**src/rtl/core/sbmc_pkg.sv**
```systemverilog
// Package for the skeleton bone matrix chain: shared types, register indexes,
// sequencing constants and Q16.16 saturating helpers. No dependencies.
`default_nettype none
package sbmc_pkg;

    localparam logic [2:0] REG_MASK = 3'd0;
    localparam logic [2:0] REG_COS  = 3'd1;
    localparam logic [2:0] REG_SIN  = 3'd2;
    localparam logic [2:0] REG_OX   = 3'd3;
    localparam logic [2:0] REG_OY   = 3'd4;
    localparam logic [2:0] REG_OZ   = 3'd5;

    localparam logic [3:0] Q_LAST = 4'd8;   // nine quaternion products
    localparam logic [3:0] E_LAST = 4'd11;  // twelve world matrix elements
    localparam logic [1:0] K_LAST = 2'd2;   // three terms per element

    localparam logic signed [31:0] ONE_Q = 32'sd65536;

    typedef struct packed {
        logic [7:0]         bone_index;
        logic signed [8:0]  parent_index;
        logic [31:0]        bone_flags;
        logic signed [17:0] quat_x;
        logic signed [17:0] quat_y;
        logic signed [17:0] quat_z;
        logic signed [17:0] quat_w;
        logic signed [31:0] pos_x;
        logic signed [31:0] pos_y;
        logic signed [31:0] pos_z;
    } t_bone;

    typedef struct packed {
        logic [31:0]        mask;
        logic signed [17:0] cos_v;
        logic signed [17:0] sin_v;
        logic signed [31:0] ox;
        logic signed [31:0] oy;
        logic signed [31:0] oz;
    } t_cfg;

    typedef struct packed {
        logic [7:0]         out_bone;
        logic [1:0]         row_number;
        logic signed [31:0] col_0;
        logic signed [31:0] col_1;
        logic signed [31:0] col_2;
        logic signed [31:0] col_3;
        logic               last_row;
    } t_row;

    typedef struct packed {
        logic       accept;
        logic       q_issue;
        logic [3:0] q_idx;
        logic       load_local;
        logic       c_issue;
        logic [3:0] c_e;
        logic [1:0] c_k;
        logic       write;
        logic [1:0] row;
    } t_cmd;

    typedef struct packed {
        logic mask_hit;
    } t_stat;

    function automatic logic signed [31:0] f_sat(input logic signed [63:0] v);
        logic signed [31:0] r;
        if (v > 64'sd2147483647) begin
            r = 32'sh7fffffff;
        end else if (v < -64'sd2147483648) begin
            r = 32'sh80000000;
        end else begin
            r = v[31:0];
        end
        return r;
    endfunction

    // Diagonal element: one minus twice the saturated sum.
    function automatic logic signed [31:0] f_diag(input logic signed [31:0] a,
                                                  input logic signed [31:0] b);
        logic signed [31:0] t;
        logic signed [31:0] u;
        t = f_sat(64'(a) + 64'(b));
        u = f_sat(64'(t) <<< 1);
        return f_sat(64'(ONE_Q) - 64'(u));
    endfunction

    // Off-diagonal element: twice the saturated sum or difference.
    function automatic logic signed [31:0] f_off(input logic signed [31:0] a,
                                                 input logic signed [31:0] b,
                                                 input logic               neg);
        logic signed [31:0] t;
        t = neg ? f_sat(64'(a) - 64'(b)) : f_sat(64'(a) + 64'(b));
        return f_sat(64'(t) <<< 1);
    endfunction

endpackage
`default_nettype wire

```
**src/rtl/core/sbmc_ctrl.sv**
```systemverilog
// Sequencer for the bone transform: steps the shared multiplier through the
// quaternion and matrix products and paces the three row transfers. Uses sbmc_pkg.
`default_nettype none
module sbmc_ctrl (
    input  wire logic           i_clk,
    input  wire logic           i_rst_n,
    input  wire logic           i_in_valid,
    output logic                o_in_ready,
    output logic                o_out_valid,
    input  wire logic           i_out_ready,
    input  wire sbmc_pkg::t_stat i_stat,
    output sbmc_pkg::t_cmd      o_cmd
);
    localparam logic [3:0] S_IDLE  = 4'd0;
    localparam logic [3:0] S_QMUL  = 4'd1;
    localparam logic [3:0] S_QDRN  = 4'd2;
    localparam logic [3:0] S_LOCAL = 4'd3;
    localparam logic [3:0] S_CMUL  = 4'd4;
    localparam logic [3:0] S_CDRN  = 4'd5;
    localparam logic [3:0] S_OUT0  = 4'd6;
    localparam logic [3:0] S_OUT1  = 4'd7;
    localparam logic [3:0] S_OUT2  = 4'd8;

    logic [3:0] r_state, n_state;
    logic [3:0] r_cnt, n_cnt;
    logic [1:0] r_k, n_k;

    always_ff @(posedge i_clk) begin
        if (!i_rst_n) begin
            r_state <= S_IDLE;
            r_cnt   <= '0;
            r_k     <= '0;
        end else begin
            r_state <= n_state;
            r_cnt   <= n_cnt;
            r_k     <= n_k;
        end
    end

    always_comb begin
        n_state     = r_state;
        n_cnt       = r_cnt;
        n_k         = r_k;
        o_cmd       = '0;
        o_in_ready  = 1'b0;
        o_out_valid = 1'b0;
        case (r_state)
            S_IDLE: begin
                o_in_ready = 1'b1;
                if (i_in_valid) begin
                    o_cmd.accept = 1'b1;
                    n_cnt = '0;
                    if (i_stat.mask_hit) begin
                        n_state = S_QMUL;
                    end
                end
            end
            S_QMUL: begin
                o_cmd.q_issue = 1'b1;
                o_cmd.q_idx   = r_cnt;
                if (r_cnt == sbmc_pkg::Q_LAST) begin
                    n_state = S_QDRN;
                end else begin
                    n_cnt = r_cnt + 4'd1;
                end
            end
            S_QDRN: begin
                n_state = S_LOCAL;
            end
            S_LOCAL: begin
                o_cmd.load_local = 1'b1;
                n_cnt   = '0;
                n_k     = '0;
                n_state = S_CMUL;
            end
            S_CMUL: begin
                o_cmd.c_issue = 1'b1;
                o_cmd.c_e     = r_cnt;
                o_cmd.c_k     = r_k;
                if (r_k == sbmc_pkg::K_LAST) begin
                    n_k = '0;
                    if (r_cnt == sbmc_pkg::E_LAST) begin
                        n_state = S_CDRN;
                    end else begin
                        n_cnt = r_cnt + 4'd1;
                    end
                end else begin
                    n_k = r_k + 2'd1;
                end
            end
            S_CDRN: begin
                n_state = S_OUT0;
            end
            S_OUT0: begin
                o_out_valid = 1'b1;
                o_cmd.write = 1'b1;
                o_cmd.row   = 2'd0;
                if (i_out_ready) begin
                    n_state = S_OUT1;
                end
            end
            S_OUT1: begin
                o_out_valid = 1'b1;
                o_cmd.row   = 2'd1;
                if (i_out_ready) begin
                    n_state = S_OUT2;
                end
            end
            S_OUT2: begin
                o_out_valid = 1'b1;
                o_cmd.row   = 2'd2;
                if (i_out_ready) begin
                    n_state = S_IDLE;
                end
            end
            default: begin
                n_state = S_IDLE;
            end
        endcase
    end

    a_no_overlap: assert property (@(posedge i_clk) disable iff (!i_rst_n)
        !(o_in_ready && o_out_valid))
        else $error("input taken while rows are pending");
    a_hit_starts: assert property (@(posedge i_clk) disable iff (!i_rst_n)
        (o_cmd.accept && i_stat.mask_hit) |=> (r_state == S_QMUL && r_cnt == 4'd0))
        else $error("accepted bone did not start the product sequence");
    a_last_row_ends: assert property (@(posedge i_clk) disable iff (!i_rst_n)
        (r_state == S_OUT2 && i_out_ready) |=> o_in_ready)
        else $error("block did not return to idle after the third row");
endmodule
`default_nettype wire

```
**config.mk**
```make
export PLATFORM = sky130hd
export DESIGN_NAME = sbmc_ctrl
export DESIGN_NICKNAME = d
export VERILOG_FILES = /design/src/rtl/core/sbmc_pkg.sv /design/src/rtl/core/sbmc_ctrl.sv
export SDC_FILE = /design/constraint.sdc
export NUM_CORES = 1
export LEC_CHECK = 0
export BUFFER_PORTS_ARGS = -buffer_cell sky130_fd_sc_hd__buf_2
export CORE_UTILIZATION = 53
export DETAILED_ROUTE_END_ITERATION = 12
export PLACE_DENSITY = 0.82
export SYNTH_ARGS = -nofsm -noshare
export SYNTH_HDL_FRONTEND = slang
export SYNTH_SLANG_ARGS = --single-unit
```
**constraint.sdc**
```tcl
create_clock -name i_clk -period 2.9 [get_ports i_clk]
set_input_delay 0.29 -clock i_clk [delete_from_list [all_inputs] [get_ports i_clk]]
set_output_delay 0.29 -clock i_clk [all_outputs]
set_load 0.05 [all_outputs]
```
Yosys cells after proc, flatten, opt, wreduce, memory -nomap -nowiden

Index checks and enable logic that the tools add are counted.

Register bits: 10
Latch bits: 0
Bits in writable memories: 0
ROM bits: 0
Bits of input ports: 5
Output and inout bits: 19
Word-level logic and storage cells: 57
Memories kept: 0

Add/sub/neg operators: 2
$mul: 0
Divide/modulo/power cells: 0
$lt $le $gt $ge: 0
Equality and inequality tests: 21
Shift operators: 0
Multiplexer cells: 25
Bitwise logic cells: 0
Reductions and logical operators: 6

Operators with widths:

| operator              | count |
|---|---|
| $mux W4               | 12 |
| $pmux W4 S9           | 1 |
| $ne A2 B2 Y1 const B  | 10 |
| $eq A4 B3 Y1 const B  | 4 |
| $pmux W4 S4           | 1 |
| $eq A4 B4 Y1 const B  | 3 |
| $eq A4 B2 Y1 const B  | 2 |
| $pmux W2 S2           | 2 |
| $reduce_and A8 Y1     | 1 |
| $mux W7               | 1 |
| $mux W1               | 6 |
| $mux W5               | 1 |
| $reduce_and A5 Y1     | 1 |
| $add A4 B1 Y4 const B | 1 |
| $eq A4 B1 Y1 const B  | 1 |
| $logic_not A4 Y1      | 1 |
| $reduce_bool A4 Y1    | 1 |
| $reduce_or A3 Y1      | 1 |
| $add A2 B1 Y2 const B | 1 |
| $eq A2 B2 Y1 const B  | 1 |
| $mux W2               | 1 |
| $reduce_bool A2 Y1    | 1 |

Logic depth before layout (Yosys ltp)

Word-level depth: 4
Mapped depth: 6
Gate-level depth less buffers: 6

Worst setup path after synthesis

Ideal clock, no wire load.

Kind: flip-flop to output port
From: register r_state[1]
To: output o_cmd[16] (netlist name)
Arrival time: 2.368 ns
Data required time: 2.610 ns
Path slack: 0.242 ns
Cell stages (with the launch flop): 5
Path buffers: 1
Path through: dfxtp_1 -> buf_2 -> or2_1 -> nor3_1 -> and2_1

RTL lines:

| element                | line            | source |
|---|---|---|
| start, declared        | sbmc_ctrl.sv:24 | `logic [3:0] r_state, n_state;` |
| start signal, assigned | sbmc_ctrl.sv:34 | `r_state <= n_state;` |
| end, declared          | sbmc_ctrl.sv:12 | `output sbmc_pkg::t_cmd o_cmd` |

==> results.sh <==
export IMPL_final_area_sq_um=927
export IMPL_antenna_cells=0
export IMPL_place_gp_congestion=0.832
export IMPL_dp_hpwl_um=1360
export IMPL_internal_power_uw=301
export IMPL_crit_arrival_ns=1.89
export IMPL_multi_input_area_sq_um=532
export IMPL_overflow=0
export IMPL_grt_pass1_vias=640
export IMPL_synth_top_area_share=0.252
export IMPL_ys_ff_latch=10
export IMPL_period_needed_ns=2.18
export IMPL_timing_rr_end="r_state[3]"
export IMPL_layout_common_cells="23 x buf_2, 10 x nor2_1, 10 x dfxtp_1, 7 x inv_1, 7 x nand2_1"
export IMPL_cp_end_kind="primary output"
export IMPL_port_buffers=23
export IMPL_drc=0
export IMPL_max_freq_ghz=0.459
export IMPL_ioPinCount=24
export IMPL_synth_top_flop_cell="dfxtp_1"
export IMPL_tns_ns=0
export IMPL_cts_max_path_buffers=2
export IMPL_max_slew_margin_rel=0.647
export IMPL_cap_viol_max_count=0
export IMPL_clk_latency_ns=0.28
export IMPL_post_cts_buffers=0
export IMPL_avgSynthCellArea_sq_um=7.73
export IMPL_placed_cells=136
export IMPL_r2r_start="r_state[2]"
export IMPL_cts_tree="done"
export IMPL_placed_area_sq_um=905
export IMPL_r2r_cells=4
export IMPL_syn_area_sq_um=796
export IMPL_pwr_share_clk=0.173
export IMPL_layout_drive_gt1_share=0.258
export IMPL_final_common_cell="buf_2"
export IMPL_regArea_sq_um=200
export IMPL_path_class="reg -> out"
export IMPL_die_area_sq_um=1660
export IMPL_antenna_found_initial=0
export IMPL_holdCritStartpoint="i_rst_n"
export IMPL_fp_dieH_um=40.8
export IMPL_fin_ws_ns=0.722
export IMPL_grt_pass1_wl_um=2730
export IMPL_viasPerCell=5.90
export IMPL_track_usage=0.253
export IMPL_dpl_worst_slack_ns=1.01
export IMPL_cp_start_kind="register"
export IMPL_ctsResizeCount=0
export IMPL_htree_levels=1
export IMPL_power_leakage_nw=0.420
export IMPL_grt_max_degree=17
export IMPL_maxSlewViolCount=0
export IMPL_dr_total_vias=820
export IMPL_synthArstFlopShare=0
export IMPL_ys_types=46
export IMPL_cts_buffers=3
export IMPL_clkTransAtPathRegs_ns=0.06
export IMPL_fillers=111
export IMPL_routed_wirelength_um=1850
export IMPL_switching_share=0.486
export IMPL_start_util=0.589
export IMPL_fin_skew_ns=0.00493
export IMPL_synth_yosys_seq_area_share=0.252
export IMPL_status="complete, no violations"
export IMPL_ctsHoldBuffers=0
export IMPL_comb_power_share=0.515
export IMPL_routedWlPerCell_um=13.3
export IMPL_synth_edff_count=0
export IMPL_netSwitchingPower_uw=285
export IMPL_synth_nets=110
export IMPL_synth_top_area_cell="dfxtp_1"
export IMPL_nets=133
export IMPL_peakVddDrop_mv=0.438
export IMPL_drt_iter0_drc=27
export IMPL_worst_path_max_fanout=16
export IMPL_power_frac_seq=0.312
export IMPL_pwr_density_cell_nw_per_um2=632
export IMPL_area_growth_pct=16.5
export IMPL_synthTopCellsByArea="dfxtp_1 25%, and2_1 4.7%, nor2_1 4.7%, nand3b_1 3.8%, or4b_4 3.5%"
export IMPL_fin_crit_sh=0.751
export IMPL_hold_depth=2
export IMPL_rrSetupSlack_ns=1.01
export IMPL_core_area_sq_um=1350
export IMPL_ys_warn_count=0
export IMPL_setup_viol=0
export IMPL_fp_dieW_um=40.8
export IMPL_fin_cells=139
export IMPL_hold_viol_final=0
export IMPL_drt_antenna_violating_nets=0
export IMPL_tightest_slew_ns=0.524
export IMPL_root_buffer="clkbuf_4"
export IMPL_cts_sinks=10
export IMPL_rows=13
export IMPL_utilization=0.687
export IMPL_hold_end="r_state[2]"
export IMPL_first_pass_iters=4
export IMPL_rsz0062_at_grt="false"
export IMPL_required_ns=2.61
export IMPL_hp_class="in -> reg"
export IMPL_synth_cells=103
[critical path: stages, from the launching register on]
cell      delay, ns
dfxtp_1        0.58
or4b_4         0.57
clkinv_4       0.10
and2_1         0.12
buf_2          0.25
[layer usage]
| layer | vias to the layer above | global-route usage | share of wire | wire (um) |
|---|---|---|---|---|
| met5 | - | 0 | 0 | 0 |
| met4 | 0 | 0.150 | 0.020 | 36 |
| met3 | 6 | 0.0326 | 0.070 | 129 |
| met2 | 29 | 0.377 | 0.47 | 860 |
| met1 | 366 | 0.342 | 0.44 | 820 |
| li1 | 419 | - | - | - |
[cells in the mapped netlist, types with 2 or more instances]
| cell type | instances |
|---|---|
| nand2_1 | 7 |
| buf_2 | 2 |
| or4b_4 | 2 |
| nor4_1 | 2 |
| inv_1 | 7 |
| nor2_1 | 10 |
| a21oi_1 | 5 |
| nand3_1 | 2 |
| and2_1 | 6 |
| and3b_1 | 2 |
| a32o_1 | 2 |
| nor3_1 | 5 |
| nand3b_1 | 4 |
| ha_1 | 2 |
| dfxtp_1 | 10 |
| nor3b_1 | 3 |
| o21ai_0 | 3 |
[state kept, by name (all words and copies together), names as in the netlist]
| name | count |
|---|---|
| r_state | 4 |
| r_k | 2 |
| r_cnt | 4 |
[worst max path at each step]
stage | startpoint | slack (ns) | to
2_1_floorplan | r_state[1] | 0.24 | o_cmd[16]
3_3_place_gp | r_state[2] | 1.05 | o_cmd[8]
3_5_place_dp | r_state[2] | 1.01 | o_cmd[4]
4_1_cts | r_state[2] | 0.72 | o_cmd[4]
5_1_grt | r_state[2] | 0.61 | o_cmd[4]
6_report | r_state[2] | 0.72 | o_cmd[4]
[metrics by stage]
step	hold slack, ns	power [mW]
finish	0.313	0.585
global route	0.333	0.623
CTS	0.313	0.586
detailed placement	0.511	0.484
global placement	0.492	0.477
floorplan	0.469	0.432
[power by group through the flow]
stage               Sequential [mW]  Combinational (mW)  Clock, mW
global placement              0.184               0.292          0
finish                        0.182               0.302      0.101
detailed placement            0.185               0.299          0
global route                  0.187               0.329      0.107
floorplan                     0.163               0.268          0
CTS                           0.182               0.300      0.105
[cell families after synthesis]
logic type	share of synthesized area
buffers and inverters	0.0802
AO/OA/AOI/OAI	0.214
multiplexers	0.0126
AND/OR/NAND/NOR	0.410
flip-flops	0.252
adder cells (fa/ha/maj)	0.0314
[layout make-up]
class | count | share of cell area
well taps | 15 | 0.0202
flip-flops and latches | 10 | 0.216
clock buffers | 3 | 0.0243
inverters | 9 | 0.0418
repair buffers | 23 | 0.124
multi-input cells | 79 | 0.574
Power figures use the tool's default switching activity.
